### config.mk
export PLATFORM = sky130hd
export DESIGN_NAME = variable_name_resolver
export DESIGN_NICKNAME = d
export VERILOG_FILES = /design/src/rtl/core/vnr_pkg.sv /design/src/rtl/core/vnr_table.sv /design/src/rtl/core/variable_name_resolver.sv
export SDC_FILE = /design/constraint.sdc
export NUM_CORES = 2
export LEC_CHECK = 0
export BUFFER_PORTS_ARGS = -buffer_cell sky130_fd_sc_hd__buf_2
export CORE_UTILIZATION = 50
export CTS_BUF_LIST = sky130_fd_sc_hd__clkbuf_4 sky130_fd_sc_hd__clkbuf_8
export DETAILED_ROUTE_END_ITERATION = 8
export PLACE_DENSITY = 0.68
export SYNTH_ARGS = -nofsm -noshare
export SYNTH_HDL_FRONTEND = slang
export SYNTH_SLANG_ARGS = --single-unit
### constraint.sdc
create_clock -name clock -period 5.9 [get_ports clock]
set_input_delay 0.295 -clock clock [delete_from_list [all_inputs] [get_ports clock]]
set_output_delay 0.295 -clock clock [all_outputs]
set_load 0.05 [all_outputs]
### src/rtl/core/vnr_pkg.sv
// Shared types, codes and character helpers for the variable name resolver.
// No dependencies.
package vnr_pkg;

   localparam int DEFAULT_MAX_ENTRIES = 256;

   localparam logic [1:0] CMD_VAR  = 2'd0;
   localparam logic [1:0] CMD_FUNC = 2'd1;
   localparam logic [1:0] CMD_NEXT = 2'd2;

   localparam logic [1:0] KIND_NUM = 2'd0;
   localparam logic [1:0] KIND_STR = 2'd1;
   localparam logic [1:0] KIND_INT = 2'd2;

   localparam logic [7:0] CH_DOLLAR  = 8'h24;
   localparam logic [7:0] CH_PERCENT = 8'h25;
   localparam logic [7:0] CH_LPAREN  = 8'h28;
   localparam logic [7:0] TYPE_BIT   = 8'h80;

   typedef enum logic [2:0] {
      ST_FOUND    = 3'd0,
      ST_CREATED  = 3'd1,
      ST_UNKNOWN  = 3'd2,
      ST_ARRAY    = 3'd3,
      ST_SYNTAX   = 3'd4,
      ST_MISMATCH = 3'd5,
      ST_NOMEM    = 3'd6
   } status_type;

   typedef struct packed {
      logic        start;
      logic [15:0] key;
      logic        make;
   } tbl_req_type;

   typedef struct packed {
      logic       done;
      status_type status;
      logic [7:0] slot;
   } tbl_rsp_type;

   function automatic logic is_letter(input logic [7:0] c);
      return c inside {[8'h41 : 8'h5A]};
   endfunction

   function automatic logic is_alnum(input logic [7:0] c);
      return c inside {[8'h41 : 8'h5A], [8'h30 : 8'h39]};
   endfunction

endpackage

### src/rtl/core/vnr_table.sv
// Name table: single-port synchronous memory with a linear search engine.
// Depends on vnr_pkg.
module vnr_table #(
   parameter int MaxEntries = vnr_pkg::DEFAULT_MAX_ENTRIES
) (
   input  logic                  clock,
   input  logic                  reset,
   input  vnr_pkg::tbl_req_type  req,
   output vnr_pkg::tbl_rsp_type  rsp,
   output logic                  busy
);
   import vnr_pkg::*;

   localparam int IdxW = (MaxEntries > 1) ? $clog2(MaxEntries) : 1;
   localparam int CntW = $clog2(MaxEntries + 1);

   typedef enum logic {S_IDLE, S_SCAN} state_type;

   state_type        state_ff, state_in;
   logic [CntW-1:0]  count_ff, count_in;
   logic [CntW-1:0]  issue_ff, issue_in;
   logic [IdxW-1:0]  pend_idx_ff, pend_idx_in;
   logic             pend_ff, pend_in;
   logic [15:0]      key_ff, key_in;
   logic             make_ff, make_in;
   logic [15:0]      rd_data_ff;
   logic             rd_en;
   logic             wr_en;
   logic [15:0]      mem [MaxEntries];

   always_comb begin
      state_in    = state_ff;
      count_in    = count_ff;
      issue_in    = issue_ff;
      pend_idx_in = pend_idx_ff;
      pend_in     = pend_ff;
      key_in      = key_ff;
      make_in     = make_ff;
      rd_en       = 1'b0;
      wr_en       = 1'b0;
      rsp.done    = 1'b0;
      rsp.status  = ST_FOUND;
      rsp.slot    = 8'd0;
      case (state_ff)
         S_IDLE: begin
            if (req.start) begin
               key_in   = req.key;
               make_in  = req.make;
               issue_in = '0;
               pend_in  = 1'b0;
               state_in = S_SCAN;
            end
         end
         S_SCAN: begin
            rd_en = issue_ff < count_ff;
            if (rd_en) begin
               issue_in    = issue_ff + 1'b1;
               pend_in     = 1'b1;
               pend_idx_in = issue_ff[IdxW-1:0];
            end else begin
               pend_in = 1'b0;
            end
            if (pend_ff && rd_data_ff == key_ff) begin
               rsp.done   = 1'b1;
               rsp.status = ST_FOUND;
               rsp.slot   = 8'(pend_idx_ff);
               state_in   = S_IDLE;
            end else if (!pend_ff && !rd_en) begin
               rsp.done = 1'b1;
               state_in = S_IDLE;
               if (!make_ff) begin
                  rsp.status = ST_UNKNOWN;
               end else if (count_ff == CntW'(MaxEntries)) begin
                  rsp.status = ST_NOMEM;
               end else begin
                  wr_en      = 1'b1;
                  count_in   = count_ff + 1'b1;
                  rsp.status = ST_CREATED;
                  rsp.slot   = 8'(count_ff[IdxW-1:0]);
               end
            end
         end
         default: begin
            state_in = S_IDLE;
         end
      endcase
   end

   assign busy = (state_ff == S_SCAN);

   always_ff @(posedge clock) begin
      if (wr_en) begin
         mem[count_ff[IdxW-1:0]] <= key_ff;
      end
      if (rd_en) begin
         rd_data_ff <= mem[issue_ff[IdxW-1:0]];
      end
   end

   always_ff @(posedge clock) begin
      if (reset) begin
         state_ff    <= S_IDLE;
         count_ff    <= '0;
         issue_ff    <= '0;
         pend_ff     <= 1'b0;
         pend_idx_ff <= '0;
         key_ff      <= '0;
         make_ff     <= 1'b0;
      end else begin
         state_ff    <= state_in;
         count_ff    <= count_in;
         issue_ff    <= issue_in;
         pend_ff     <= pend_in;
         pend_idx_ff <= pend_idx_in;
         key_ff      <= key_in;
         make_ff     <= make_in;
      end
   end

   a_count_bound: assert property (@(posedge clock) disable iff (reset)
      count_ff <= CntW'(MaxEntries))
      else $error("entry count above table depth");

   a_create_bumps: assert property (@(posedge clock) disable iff (reset)
      rsp.done && rsp.status == ST_CREATED |=> count_ff == $past(count_ff) + 1'b1)
      else $error("create did not advance entry count");

   a_start_idle: assert property (@(posedge clock) disable iff (reset)
      req.start |-> state_ff == S_IDLE)
      else $error("search started while scanning");

endmodule

### src/rtl/core/variable_name_resolver.sv
// Variable name resolver top level: folds name characters into a key, resolves it.
// Errors and array results are registered and appear in the cycle after their
// character. A terminator that searches starts a table scan reading one entry at
// a time. One word in flight at a time; req_stall is high while a search runs.
// Synchronous active-high reset empties the table and returns to idle.
// Depends on vnr_pkg and vnr_table.
module variable_name_resolver #(
   parameter int MaxEntries = vnr_pkg::DEFAULT_MAX_ENTRIES
) (
   input  logic       clock,
   input  logic       reset,
   input  logic       req_valid,
   output logic       req_stall,
   input  logic [1:0] req_command,
   input  logic [7:0] req_ch,
   input  logic       req_create,
   input  logic       req_no_subscript,
   output logic       rsp_valid,
   input  logic       rsp_stall,
   output logic [2:0] rsp_status,
   output logic [7:0] rsp_slot,
   output logic [7:0] rsp_key_high,
   output logic [7:0] rsp_key_low,
   output logic [1:0] rsp_value_kind
);
   import vnr_pkg::*;

   typedef enum logic [1:0] {PH_IDLE, PH_NAME, PH_SUFFIX, PH_SEARCH} phase_type;

   phase_type   phase_ff, phase_in;
   logic [7:0]  first_ff, first_in;
   logic [7:0]  second_ff, second_in;
   logic [1:0]  kind_ff, kind_in;
   logic        func_ff, func_in;
   logic        create_ff, create_in;
   logic        forbid_ff, forbid_in;
   logic        rsp_valid_ff, rsp_valid_in;
   status_type  rsp_status_ff, rsp_status_in;
   logic [7:0]  rsp_slot_ff, rsp_slot_in;
   logic [7:0]  rsp_key_high_ff, rsp_key_high_in;
   logic [7:0]  rsp_key_low_ff, rsp_key_low_in;
   logic [1:0]  rsp_kind_ff, rsp_kind_in;

   logic        accept;
   logic        term;
   logic        emit;
   status_type  emit_status;
   tbl_req_type tbl_req;
   tbl_rsp_type tbl_rsp;
   logic        tbl_busy;

   assign req_stall = (phase_ff == PH_SEARCH) || (rsp_valid_ff && rsp_stall);
   assign accept    = req_valid && !req_stall;

   always_comb begin
      phase_in        = phase_ff;
      first_in        = first_ff;
      second_in       = second_ff;
      kind_in         = kind_ff;
      func_in         = func_ff;
      create_in       = create_ff;
      forbid_in       = forbid_ff;
      rsp_valid_in    = rsp_valid_ff && rsp_stall;
      rsp_status_in   = rsp_status_ff;
      rsp_slot_in     = rsp_slot_ff;
      rsp_key_high_in = rsp_key_high_ff;
      rsp_key_low_in  = rsp_key_low_ff;
      rsp_kind_in     = rsp_kind_ff;
      term            = 1'b0;
      emit            = 1'b0;
      emit_status     = ST_FOUND;
      tbl_req.start   = 1'b0;
      tbl_req.make    = 1'b0;
      tbl_req.key     = {first_ff, second_ff};

      if (accept) begin
         case (req_command)
            CMD_VAR, CMD_FUNC: begin
               func_in   = (req_command == CMD_FUNC);
               create_in = req_create;
               forbid_in = (req_command == CMD_FUNC) || req_no_subscript;
               kind_in   = KIND_NUM;
               second_in = 8'd0;
               if (!is_letter(req_ch)) begin
                  first_in    = 8'd0;
                  emit        = 1'b1;
                  emit_status = ST_SYNTAX;
               end else begin
                  first_in = (req_command == CMD_FUNC) ? (req_ch | TYPE_BIT) : req_ch;
                  phase_in = PH_NAME;
               end
            end
            CMD_NEXT: begin
               if (phase_ff == PH_SUFFIX) begin
                  term = 1'b1;
               end else if (phase_ff == PH_NAME) begin
                  if (is_alnum(req_ch)) begin
                     if (second_ff == 8'd0) begin
                        second_in = req_ch;
                     end
                  end else if (!func_ff && req_ch == CH_DOLLAR) begin
                     kind_in   = KIND_STR;
                     second_in = second_ff | TYPE_BIT;
                     phase_in  = PH_SUFFIX;
                  end else if (!func_ff && req_ch == CH_PERCENT) begin
                     if (forbid_ff) begin
                        emit        = 1'b1;
                        emit_status = ST_SYNTAX;
                     end else begin
                        kind_in   = KIND_INT;
                        first_in  = first_ff | TYPE_BIT;
                        second_in = second_ff | TYPE_BIT;
                        phase_in  = PH_SUFFIX;
                     end
                  end else begin
                     term = 1'b1;
                  end
               end
            end
            default: begin
            end
         endcase
      end

      if (term) begin
         if (func_ff) begin
            if (req_ch == CH_DOLLAR) begin
               emit        = 1'b1;
               emit_status = ST_MISMATCH;
            end else begin
               tbl_req.start = 1'b1;
               tbl_req.make  = 1'b1;
            end
         end else if (req_ch == CH_LPAREN && !forbid_ff) begin
            emit        = 1'b1;
            emit_status = ST_ARRAY;
         end else begin
            tbl_req.start = 1'b1;
            tbl_req.make  = create_ff;
         end
      end

      if (tbl_req.start) begin
         phase_in = PH_SEARCH;
      end

      if (emit) begin
         phase_in        = PH_IDLE;
         rsp_valid_in    = 1'b1;
         rsp_status_in   = emit_status;
         rsp_slot_in     = 8'd0;
         rsp_key_high_in = first_in;
         rsp_key_low_in  = second_in;
         rsp_kind_in     = kind_in;
      end

      if (tbl_rsp.done) begin
         phase_in        = PH_IDLE;
         rsp_valid_in    = 1'b1;
         rsp_status_in   = tbl_rsp.status;
         rsp_slot_in     = tbl_rsp.slot;
         rsp_key_high_in = first_ff;
         rsp_key_low_in  = second_ff;
         rsp_kind_in     = kind_ff;
      end
   end

   always_ff @(posedge clock) begin
      if (reset) begin
         phase_ff        <= PH_IDLE;
         first_ff        <= 8'd0;
         second_ff       <= 8'd0;
         kind_ff         <= KIND_NUM;
         func_ff         <= 1'b0;
         create_ff       <= 1'b0;
         forbid_ff       <= 1'b0;
         rsp_valid_ff    <= 1'b0;
         rsp_status_ff   <= ST_FOUND;
         rsp_slot_ff     <= 8'd0;
         rsp_key_high_ff <= 8'd0;
         rsp_key_low_ff  <= 8'd0;
         rsp_kind_ff     <= KIND_NUM;
      end else begin
         phase_ff        <= phase_in;
         first_ff        <= first_in;
         second_ff       <= second_in;
         kind_ff         <= kind_in;
         func_ff         <= func_in;
         create_ff       <= create_in;
         forbid_ff       <= forbid_in;
         rsp_valid_ff    <= rsp_valid_in;
         rsp_status_ff   <= rsp_status_in;
         rsp_slot_ff     <= rsp_slot_in;
         rsp_key_high_ff <= rsp_key_high_in;
         rsp_key_low_ff  <= rsp_key_low_in;
         rsp_kind_ff     <= rsp_kind_in;
      end
   end

   vnr_table #(
      .MaxEntries(MaxEntries)
   ) u_table (
      .clock(clock),
      .reset(reset),
      .req  (tbl_req),
      .rsp  (tbl_rsp),
      .busy (tbl_busy)
   );

   assign rsp_valid      = rsp_valid_ff;
   assign rsp_status     = rsp_status_ff;
   assign rsp_slot       = rsp_slot_ff;
   assign rsp_key_high   = rsp_key_high_ff;
   assign rsp_key_low    = rsp_key_low_ff;
   assign rsp_value_kind = rsp_kind_ff;

   a_done_in_search: assert property (@(posedge clock) disable iff (reset)
      tbl_rsp.done |-> phase_ff == PH_SEARCH)
      else $error("table result outside a search");

   a_out_free: assert property (@(posedge clock) disable iff (reset)
      phase_ff == PH_SEARCH |-> !rsp_valid_ff)
      else $error("output word pending during search");

   a_busy_phase: assert property (@(posedge clock) disable iff (reset)
      tbl_busy |-> phase_ff == PH_SEARCH)
      else $error("table busy while front end not searching");

endmodule
# After elaboration in Yosys (flattened, before gate mapping)
# Memories as Yosys holds them, arrays and structs flattened. A register that Yosys moved wholly into a read port is not among the register bits.
# Cells that the tools add are included.
# W data, S select, Z words.
[word_totals] output_inout_bits=31 in_bits=16 ramBits=4096 wordCells=193 regBits=98 mem_count=1
[mem_list] memory="u_table.mem" depth=256 word_bits=16 read_ports=1 rd_ports_with_merged_regs=1 wr=1 line_no="vnr_table.sv:29" source="logic [15:0] mem [MaxEntries];"
[classes] n_lt_le_gt_ge=5 eq_ne=18 n_addsub=2 n_reduce_logical=30 bitwise_logic=3 mux=114
[ops] cell="$mux W8" n=25
[ops] cell="$mux W3" n=16
[ops] cell="$mux W1" n=41
[ops] cell="$mux W12" n=3
[ops] cell="$mux W2" n=18
[ops] cell="$pmux W8 S2" n=2
[ops] cell="$eq A8 B6 Y1 const B" n=3
[ops] cell="$add A9 B1 Y9 const B" n=2
[ops] cell="$mux W9" n=2
[ops] cell="$pmux W9 S2" n=1
[ops] cell="$eq A16 B16 Y1" n=1
[ops] cell="$ne A3 B3 Y1 const B" n=4
[ops] cell="$eq A9 B9 Y1 const B" n=1
[ops] cell="$logic_and A1 B1 Y1" n=9
[ops] cell="$lt A9 B9 Y1" n=1
[ops] cell="$ge A8 B6 Y1 const B" n=1
[ops] cell="$ge A8 B7 Y1 const B" n=1
[ops] cell="$le A8 B6 Y1 const B" n=1
[ops] cell="$le A8 B7 Y1 const B" n=1
[ops] cell="$logic_not A8 Y1" n=1
[ops] cell="$ne A4 B4 Y1 const B" n=2
[ops] cell="$pmux W2 S2" n=2
[ops] cell="$reduce_and A2 Y1" n=4
[ops] cell="$reduce_and A8 Y1" n=1
[ops] cell="other kinds (14)" n=29

# Logic depth before layout (Yosys ltp)
[depth] depth_word=14 ltp_mapped=14 ltp_nobuf=9

# Hierarchy
# Synthesis repeated with hierarchy kept, for this count alone.
[hier_totals] cells_unflattened=7959 area_unflattened_um2=162831.2
[by_module_without_submodules] mod="vnr_table" instances=1 seq_area_each_um2=124379.3 cells_per_inst=7650 area_per_inst_um2=160256.2
[by_module_without_submodules] mod="variable_name_resolver" instances=1 seq_area_each_um2=1061.0 cells_per_inst=309 area_per_inst_um2=2575.0

# Worst setup path after synthesis
# No wires, ideal clock.
[synth_path] path_type="register to register" startpoint="reg u_table.key_ff[3]" endpoint="reg rsp_kind_ff[0], in the netlist rsp_value_kind[0]" path_slack_ns=0.365 path_stages_with_launch=10 n_path_buf=2 period_less_slack_ns=5.535 setup_time_ns=0.122 t_required_ns=5.778 arrival_ns=5.413 cell_sequence="dfxtp_1 > xnor2_1 > nand4_1 > nor4_1 > and3_1 > clkbuf_1 > o21bai_1 > clkbuf_1 > a21oi_1 > a311o_1"
[synth_between] elab_chain_cells=5 elab_cells_between_ends=6 cone_classes="eq/ne (1); mux (3); reduce/logical (2)"
[synth_lines] item="from (decl)" line_no="vnr_table.sv:24" source="logic [15:0] key_ff, key_in;"
[synth_lines] item="from (signal assigned)" line_no="vnr_table.sv:115" source="key_ff <= key_in;"
[synth_lines] item="$eq A16 B16 Y1 (*)" line_no="vnr_table.sv:63" source="if (pend_ff && rd_data_ff == key_ff) begin"
[synth_lines] item="$logic_and A1 B1 Y1 (*)" line_no="vnr_table.sv:63"
[synth_lines] item="$mux W12 (*)" line_no="vnr_table.sv:63"
[synth_lines] item="$mux W12 (*)" line_no="vnr_table.sv:44" source="case (state_ff)"
[synth_lines] item="$mux W2 / $reduce_bool A2 Y1 (equally long branches)"
[synth_lines] item="to (signal assigned)" line_no="variable_name_resolver.sv:196" source="rsp_kind_ff <= rsp_kind_in;"
[synth_lines] item="to (decl)" line_no="variable_name_resolver.sv:42" source="logic [1:0] rsp_kind_ff, rsp_kind_in;"
# Every way passes the cells marked *; elsewhere a longest branch is shown, timed or not.
# A chain may end at the register's enable or synchronous reset.

# Worst setup path in the final report
[layout_path] startpoint="reg u_table.count_ff[6]" endpoint="mem u_table.mem[153][6], enable pin"
[layout_between] elab_chain_cells=8 elab_cells_between_ends=11 cone_classes="order compare (1); eq/ne (1); mux (7); reduce/logical (2)"
[layout_lines] item="from (decl)" line_no="vnr_table.sv:20" source="logic [CntW-1:0] count_ff, count_in;"
[layout_lines] item="from (signal assigned)" line_no="vnr_table.sv:111" source="count_ff <= count_in;"
[layout_lines] item="$lt A9 B9 Y1 / $eq A9 B9 Y1 (equally long branches)" line_no="vnr_table.sv:55, vnr_table.sv:73"
[layout_lines] item="$logic_not A1 Y1 / $mux W1 (equally long branches)" line_no="vnr_table.sv:68, vnr_table.sv:73"
[layout_lines] item="$logic_and A1 B1 Y1 / $mux W1 (equally long branches)" line_no="vnr_table.sv:68, vnr_table.sv:71"
[layout_lines] item="$mux W1" line_no="vnr_table.sv:68" source="end else if (!pend_ff && !rd_en) begin"
[layout_lines] item="$mux W1" line_no="vnr_table.sv:63"
[layout_lines] item="$mux W1" line_no="vnr_table.sv:44"
[layout_lines] item="$mux W1" line_no="vnr_table.sv:92" source="if (wr_en) begin"
[layout_lines] item="$mux W1 (implied by the code)" line_no="vnr_table.sv:93" source="mem[count_ff[IdxW-1:0]] <= key_ff;"
[layout_lines] item="to (decl)" line_no="vnr_table.sv:29"
# Parallel ways exist; a longest one is shown, timed or not.

==> flow_summary_export.csv <==
group,metric,value,unit
clock_network,htree_levels,6,
clock_network,cts_tree,"done",
global_route,grt_max_degree,185,
logic_synthesis,synthMuxAreaShare,17.41,%
sta,min_period_over_period,90.15,%
routing,drt_pass1_iterations,6,
logic_synthesis,yosysSeqAreaShare,77.33,%
routing,met3WireLength,47640,µm
sta,min_period,5.319,ns
logic_synthesis,syn-cell-area,162200,µm²
setup_path,critPathLaunchType,"flip-flop",
sta,fmax,0.1880,GHz
worst_hold_path,hold_depth,4,
placement,dp_hpwl,249800,µm
setup_path,critical_path_required,6.71,ns
clock_network,cts_resized,0,
worst_hold_path,hold_end,"second_ff[0]",
finish,syn_to_final_growth,12.11,%
logic_synthesis,synthArstFlopShare,0,%
placement,placedCellCount,11400,
sta,maxSlewViolCount,0,
finish,final_cell_mix,"edfxtp_1 (4,112), mux4_2 (1,185), clkbuf_8 (652)",
global_route,grt_pass1_wl,593300,µm
power_and_ir_drop,p_per_area,307.1,nW/µm²
finish,finalInstanceArea,181900,µm²
die,core_area,321900,µm²
finish,drive_gt1_share,33.12,%
run,cap_violations,0,
routing,top_layer,"met5",
logic_synthesis,synthAdderAreaFrac,0.1003,%
logic_synthesis,synth_ff_type,"edfxtp_1",
logic_synthesis,synth-simple-area-share,2.045,%
routing,dr_wl_met2,195700,µm
setup_path,critical_path_class,"flip-flop to flip-flop",
finish,final_cell_count_no_fill,12600,
die,num_rows,208,
logic_synthesis,yosys.area_share.xor_xnor,0.09718,%
logic_synthesis,ys_top_cells_by_area,"edfxtp_1 (76%), mux4_2 (16%), dfxtp_1 (1.2%)",
placement,port_buffers,46,
global_route,antenna_found_initial,25,
die,initial_core_util,50.39,%
die,ios,47,
sta,setup_viol,0,
logic_synthesis,synth_top_family_by_area,"multiplexers",
clock_network,path_clk_slew,0.06,ns
power_and_ir_drop,seq_power_share,57.8,%
power_and_ir_drop,intPower,44.49,mW
power_and_ir_drop,clockPowerShare,42.0,%
clock_network,clockBufferDepth,4,
routing,wirelength_met1,161000,µm
power_and_ir_drop,sw_frac_of_total,20.35,%
worst_hold_path,min-delay-start,"req_ch[0]",
power_and_ir_drop,p_leak,48.32,nW
routing,via_count,80170,
global_route,grt_pass1_vias,79340,
setup_path,critPathCaptureType,"flip-flop",
sta,hold_violations,0,
clock_network,cts_buffers,642,
routing,ant_nets,0,
status,outcome,"completed",
finish,final_common_cell,"edfxtp_1",
logic_synthesis,yosysWarnings,0,
placement,place.gp.congestion,0.9100,
die,die_h,571.6,µm
routing,viasPerCell,6.364,
power_and_ir_drop,p_total,55.85,mW
logic_synthesis,synth_compound_area_share,1.645,%
setup_path,rr_startpoint,"u_table.count_ff[6]",
logic_synthesis,syn-num-nets,7165,
clock_network,cts_sinks,4210,
clock_network,root_buffer,"clkbuf_8",
power_and_ir_drop,switchingPower,11.37,mW
logic_synthesis,synth_top_area_share,76.12,%
finish,seqCellArea,125500,µm²
routing,drcViolationCount,0,
finish,post-route-util,56.49,%
sta,relSlewSlack,6.456,%
logic_synthesis,synth_edf_count,4112,
setup_path,cp.arrival,6.13,ns
finish,fin_nets,7819,
sta,rsz0062_at_grt,"no",
setup_path,worstPathMaxFanout,16,
sta,fin_skew,0.06812,ns
die,die_x,571.6,µm
global_route,overflow,0,
routing,drt_iter0_drc,11310,
clock_network,postCtsSetupRepairBufs,0,
clock_network,insertion_delay,1.25,ns
sta,setup_slack,0.5812,ns
worst_hold_path,hold_class,"input port to flip-flop",
global_route,grt_use_total,25.73,%
logic_synthesis,yosysUniqueCellTypes,73,
setup_path,reg2regPathDepth,9,
setup_path,rr_endpoint,"u_table.mem[153][6]",
sta,hold_ws,0.1025,ns
power_and_ir_drop,ir_worst_vdd,0.2472,mV
power_and_ir_drop,combPwrFrac,0.2,%
routing,wl_per_cell,33.43,µm
routing,drt-total-wl,421200,µm
logic_synthesis,synth_area_leader_cell,"edfxtp_1",
sta,setup-tns-final,0,ns
logic_synthesis,synth_seq_cells,4210,
logic_synthesis,synth_cells,7136,
placement,dpl_cell_area,169000,µm²
die,die-area,326700,µm²
placement,pre_cts_ws,0.7629,ns
logic_synthesis,syn_avg_cell_area,22.73,µm²
setup_path,regToRegSetupSlack,0.58,ns
finish,fill_cells,23130,
sta,tightestPinTransition,1.403,ns
finish,multiInputGateArea,35010,µm²
[synth_stat cells (all sizes together), types with 5 or more instances]
cell	instances
or3	9
mux2	13
nor3	26
o311ai	5
nand2b	19
ha	13
mux2i	140
a31oi	11
clkbuf	136
nand4	12
a211oi	38
or2	10
a22o	27
dfxtp	98
a22oi	53
o221ai	8
and2	10
and3	5
buf	269
nand3	55
o21ai	33
nand2	203
edfxtp	4112
a21o	6
nor2	335
xnor2	17
a21oi	80
o22ai	24
nor2b	34
a2111oi	9
nor4	14
mux4	1185
a221oi	21
or4	5
o211ai	10
o2bb2ai	14
inv	20
[flip-flops by register name, indices dropped and copies added, names as in the netlist, 2 cells and up]
signal / flops
first_ff: 8
kind_ff: 2
phase_ff: 2
rsp_key_high: 8
rsp_key_low: 8
rsp_slot: 8
rsp_status: 3
rsp_value_kind: 2
second_ff: 8
u_table.count_ff: 9
u_table.issue_ff: 9
u_table.key_ff: 16
u_table.mem: 4096
u_table.pend_idx_ff: 8
u_table.rd_data_ff: 16
[logic make-up (layout without fill, tap and decap cells)]
kind of cell	count (synthesis)	count (layout)
adder cells (fa/ha/maj)	13	13
flip-flops	4210	4210
buffers and inverters	427	1570
other	0	14
XOR/XNOR	18	18
multiplexers	1338	1338
AO/OA/AOI/OAI	377	377
AND/OR/NAND/NOR	753	753
[area by class of cell]
| class | instances | share of cell area, % |
|---|---|---|
| clock inverter | 282 | 1.013 |
| timing repair buffer | 415 | 1.935 |
| tap | 4305 | 2.962 |
| inverter | 22 | 0.04953 |
| antenna | 14 | 0.01926 |
| sequential | 4210 | 69.02 |
| clock buffer | 851 | 5.755 |
| multi-input combinational | 2499 | 19.25 |
[power by group through the flow]
| stage | registers [mW] | clock network, mW | logic [mW] |
|---|---|---|---|
| floorplan | 32.9 | 0 | 0.0438 |
| global placement | 32.9 | 0 | 0.0780 |
| detailed placement | 32.9 | 0 | 0.0796 |
| CTS | 32.3 | 23.7 | 0.0997 |
| global route | 32.3 | 24.9 | 0.109 |
| finish | 32.3 | 23.4 | 0.104 |
[repair_timing]
item                       CTS  global route
hold endpoints to repair    69             0
setup endpoints to repair    0             0
hold buffers                52             0
[critical path, stage by stage, from the launching register on]
cell	delay, ns
dfxtp_1	0.50
inv_1	0.14
ha_1	0.33
nand2_1	0.08
o21ai_0	0.18
a21oi_1	0.17
nor4_4	0.94
nand3_2	1.19
buf_4	0.55
nor2_2	0.80
[how the worst max path moves through the flow]
stage                     depth (start not counted)                 from  slack (ns)                   end
after floorplan                                   9    u_table.key_ff[3]        0.36     rsp_value_kind[0]
after CTS                                         9  u_table.count_ff[6]        0.75   u_table.mem[226][4]
final                                             9  u_table.count_ff[6]        0.58   u_table.mem[153][6]
after global routing                              9  u_table.count_ff[6]        0.43    u_table.mem[34][5]
after global placement                            8  u_table.count_ff[6]        0.69  u_table.mem[130][14]
after detailed placement                          9  u_table.count_ff[6]        0.76   u_table.mem[153][6]
[metal layers]
layer	vias to the layer above	global-route usage, %
met4	22	9.754
met1	42480	36.77
met2	5166	38.98
met3	793	5.923
li1	31710	-
met5	-	0
No activity file was read; power rests on OpenSTA's default activity.
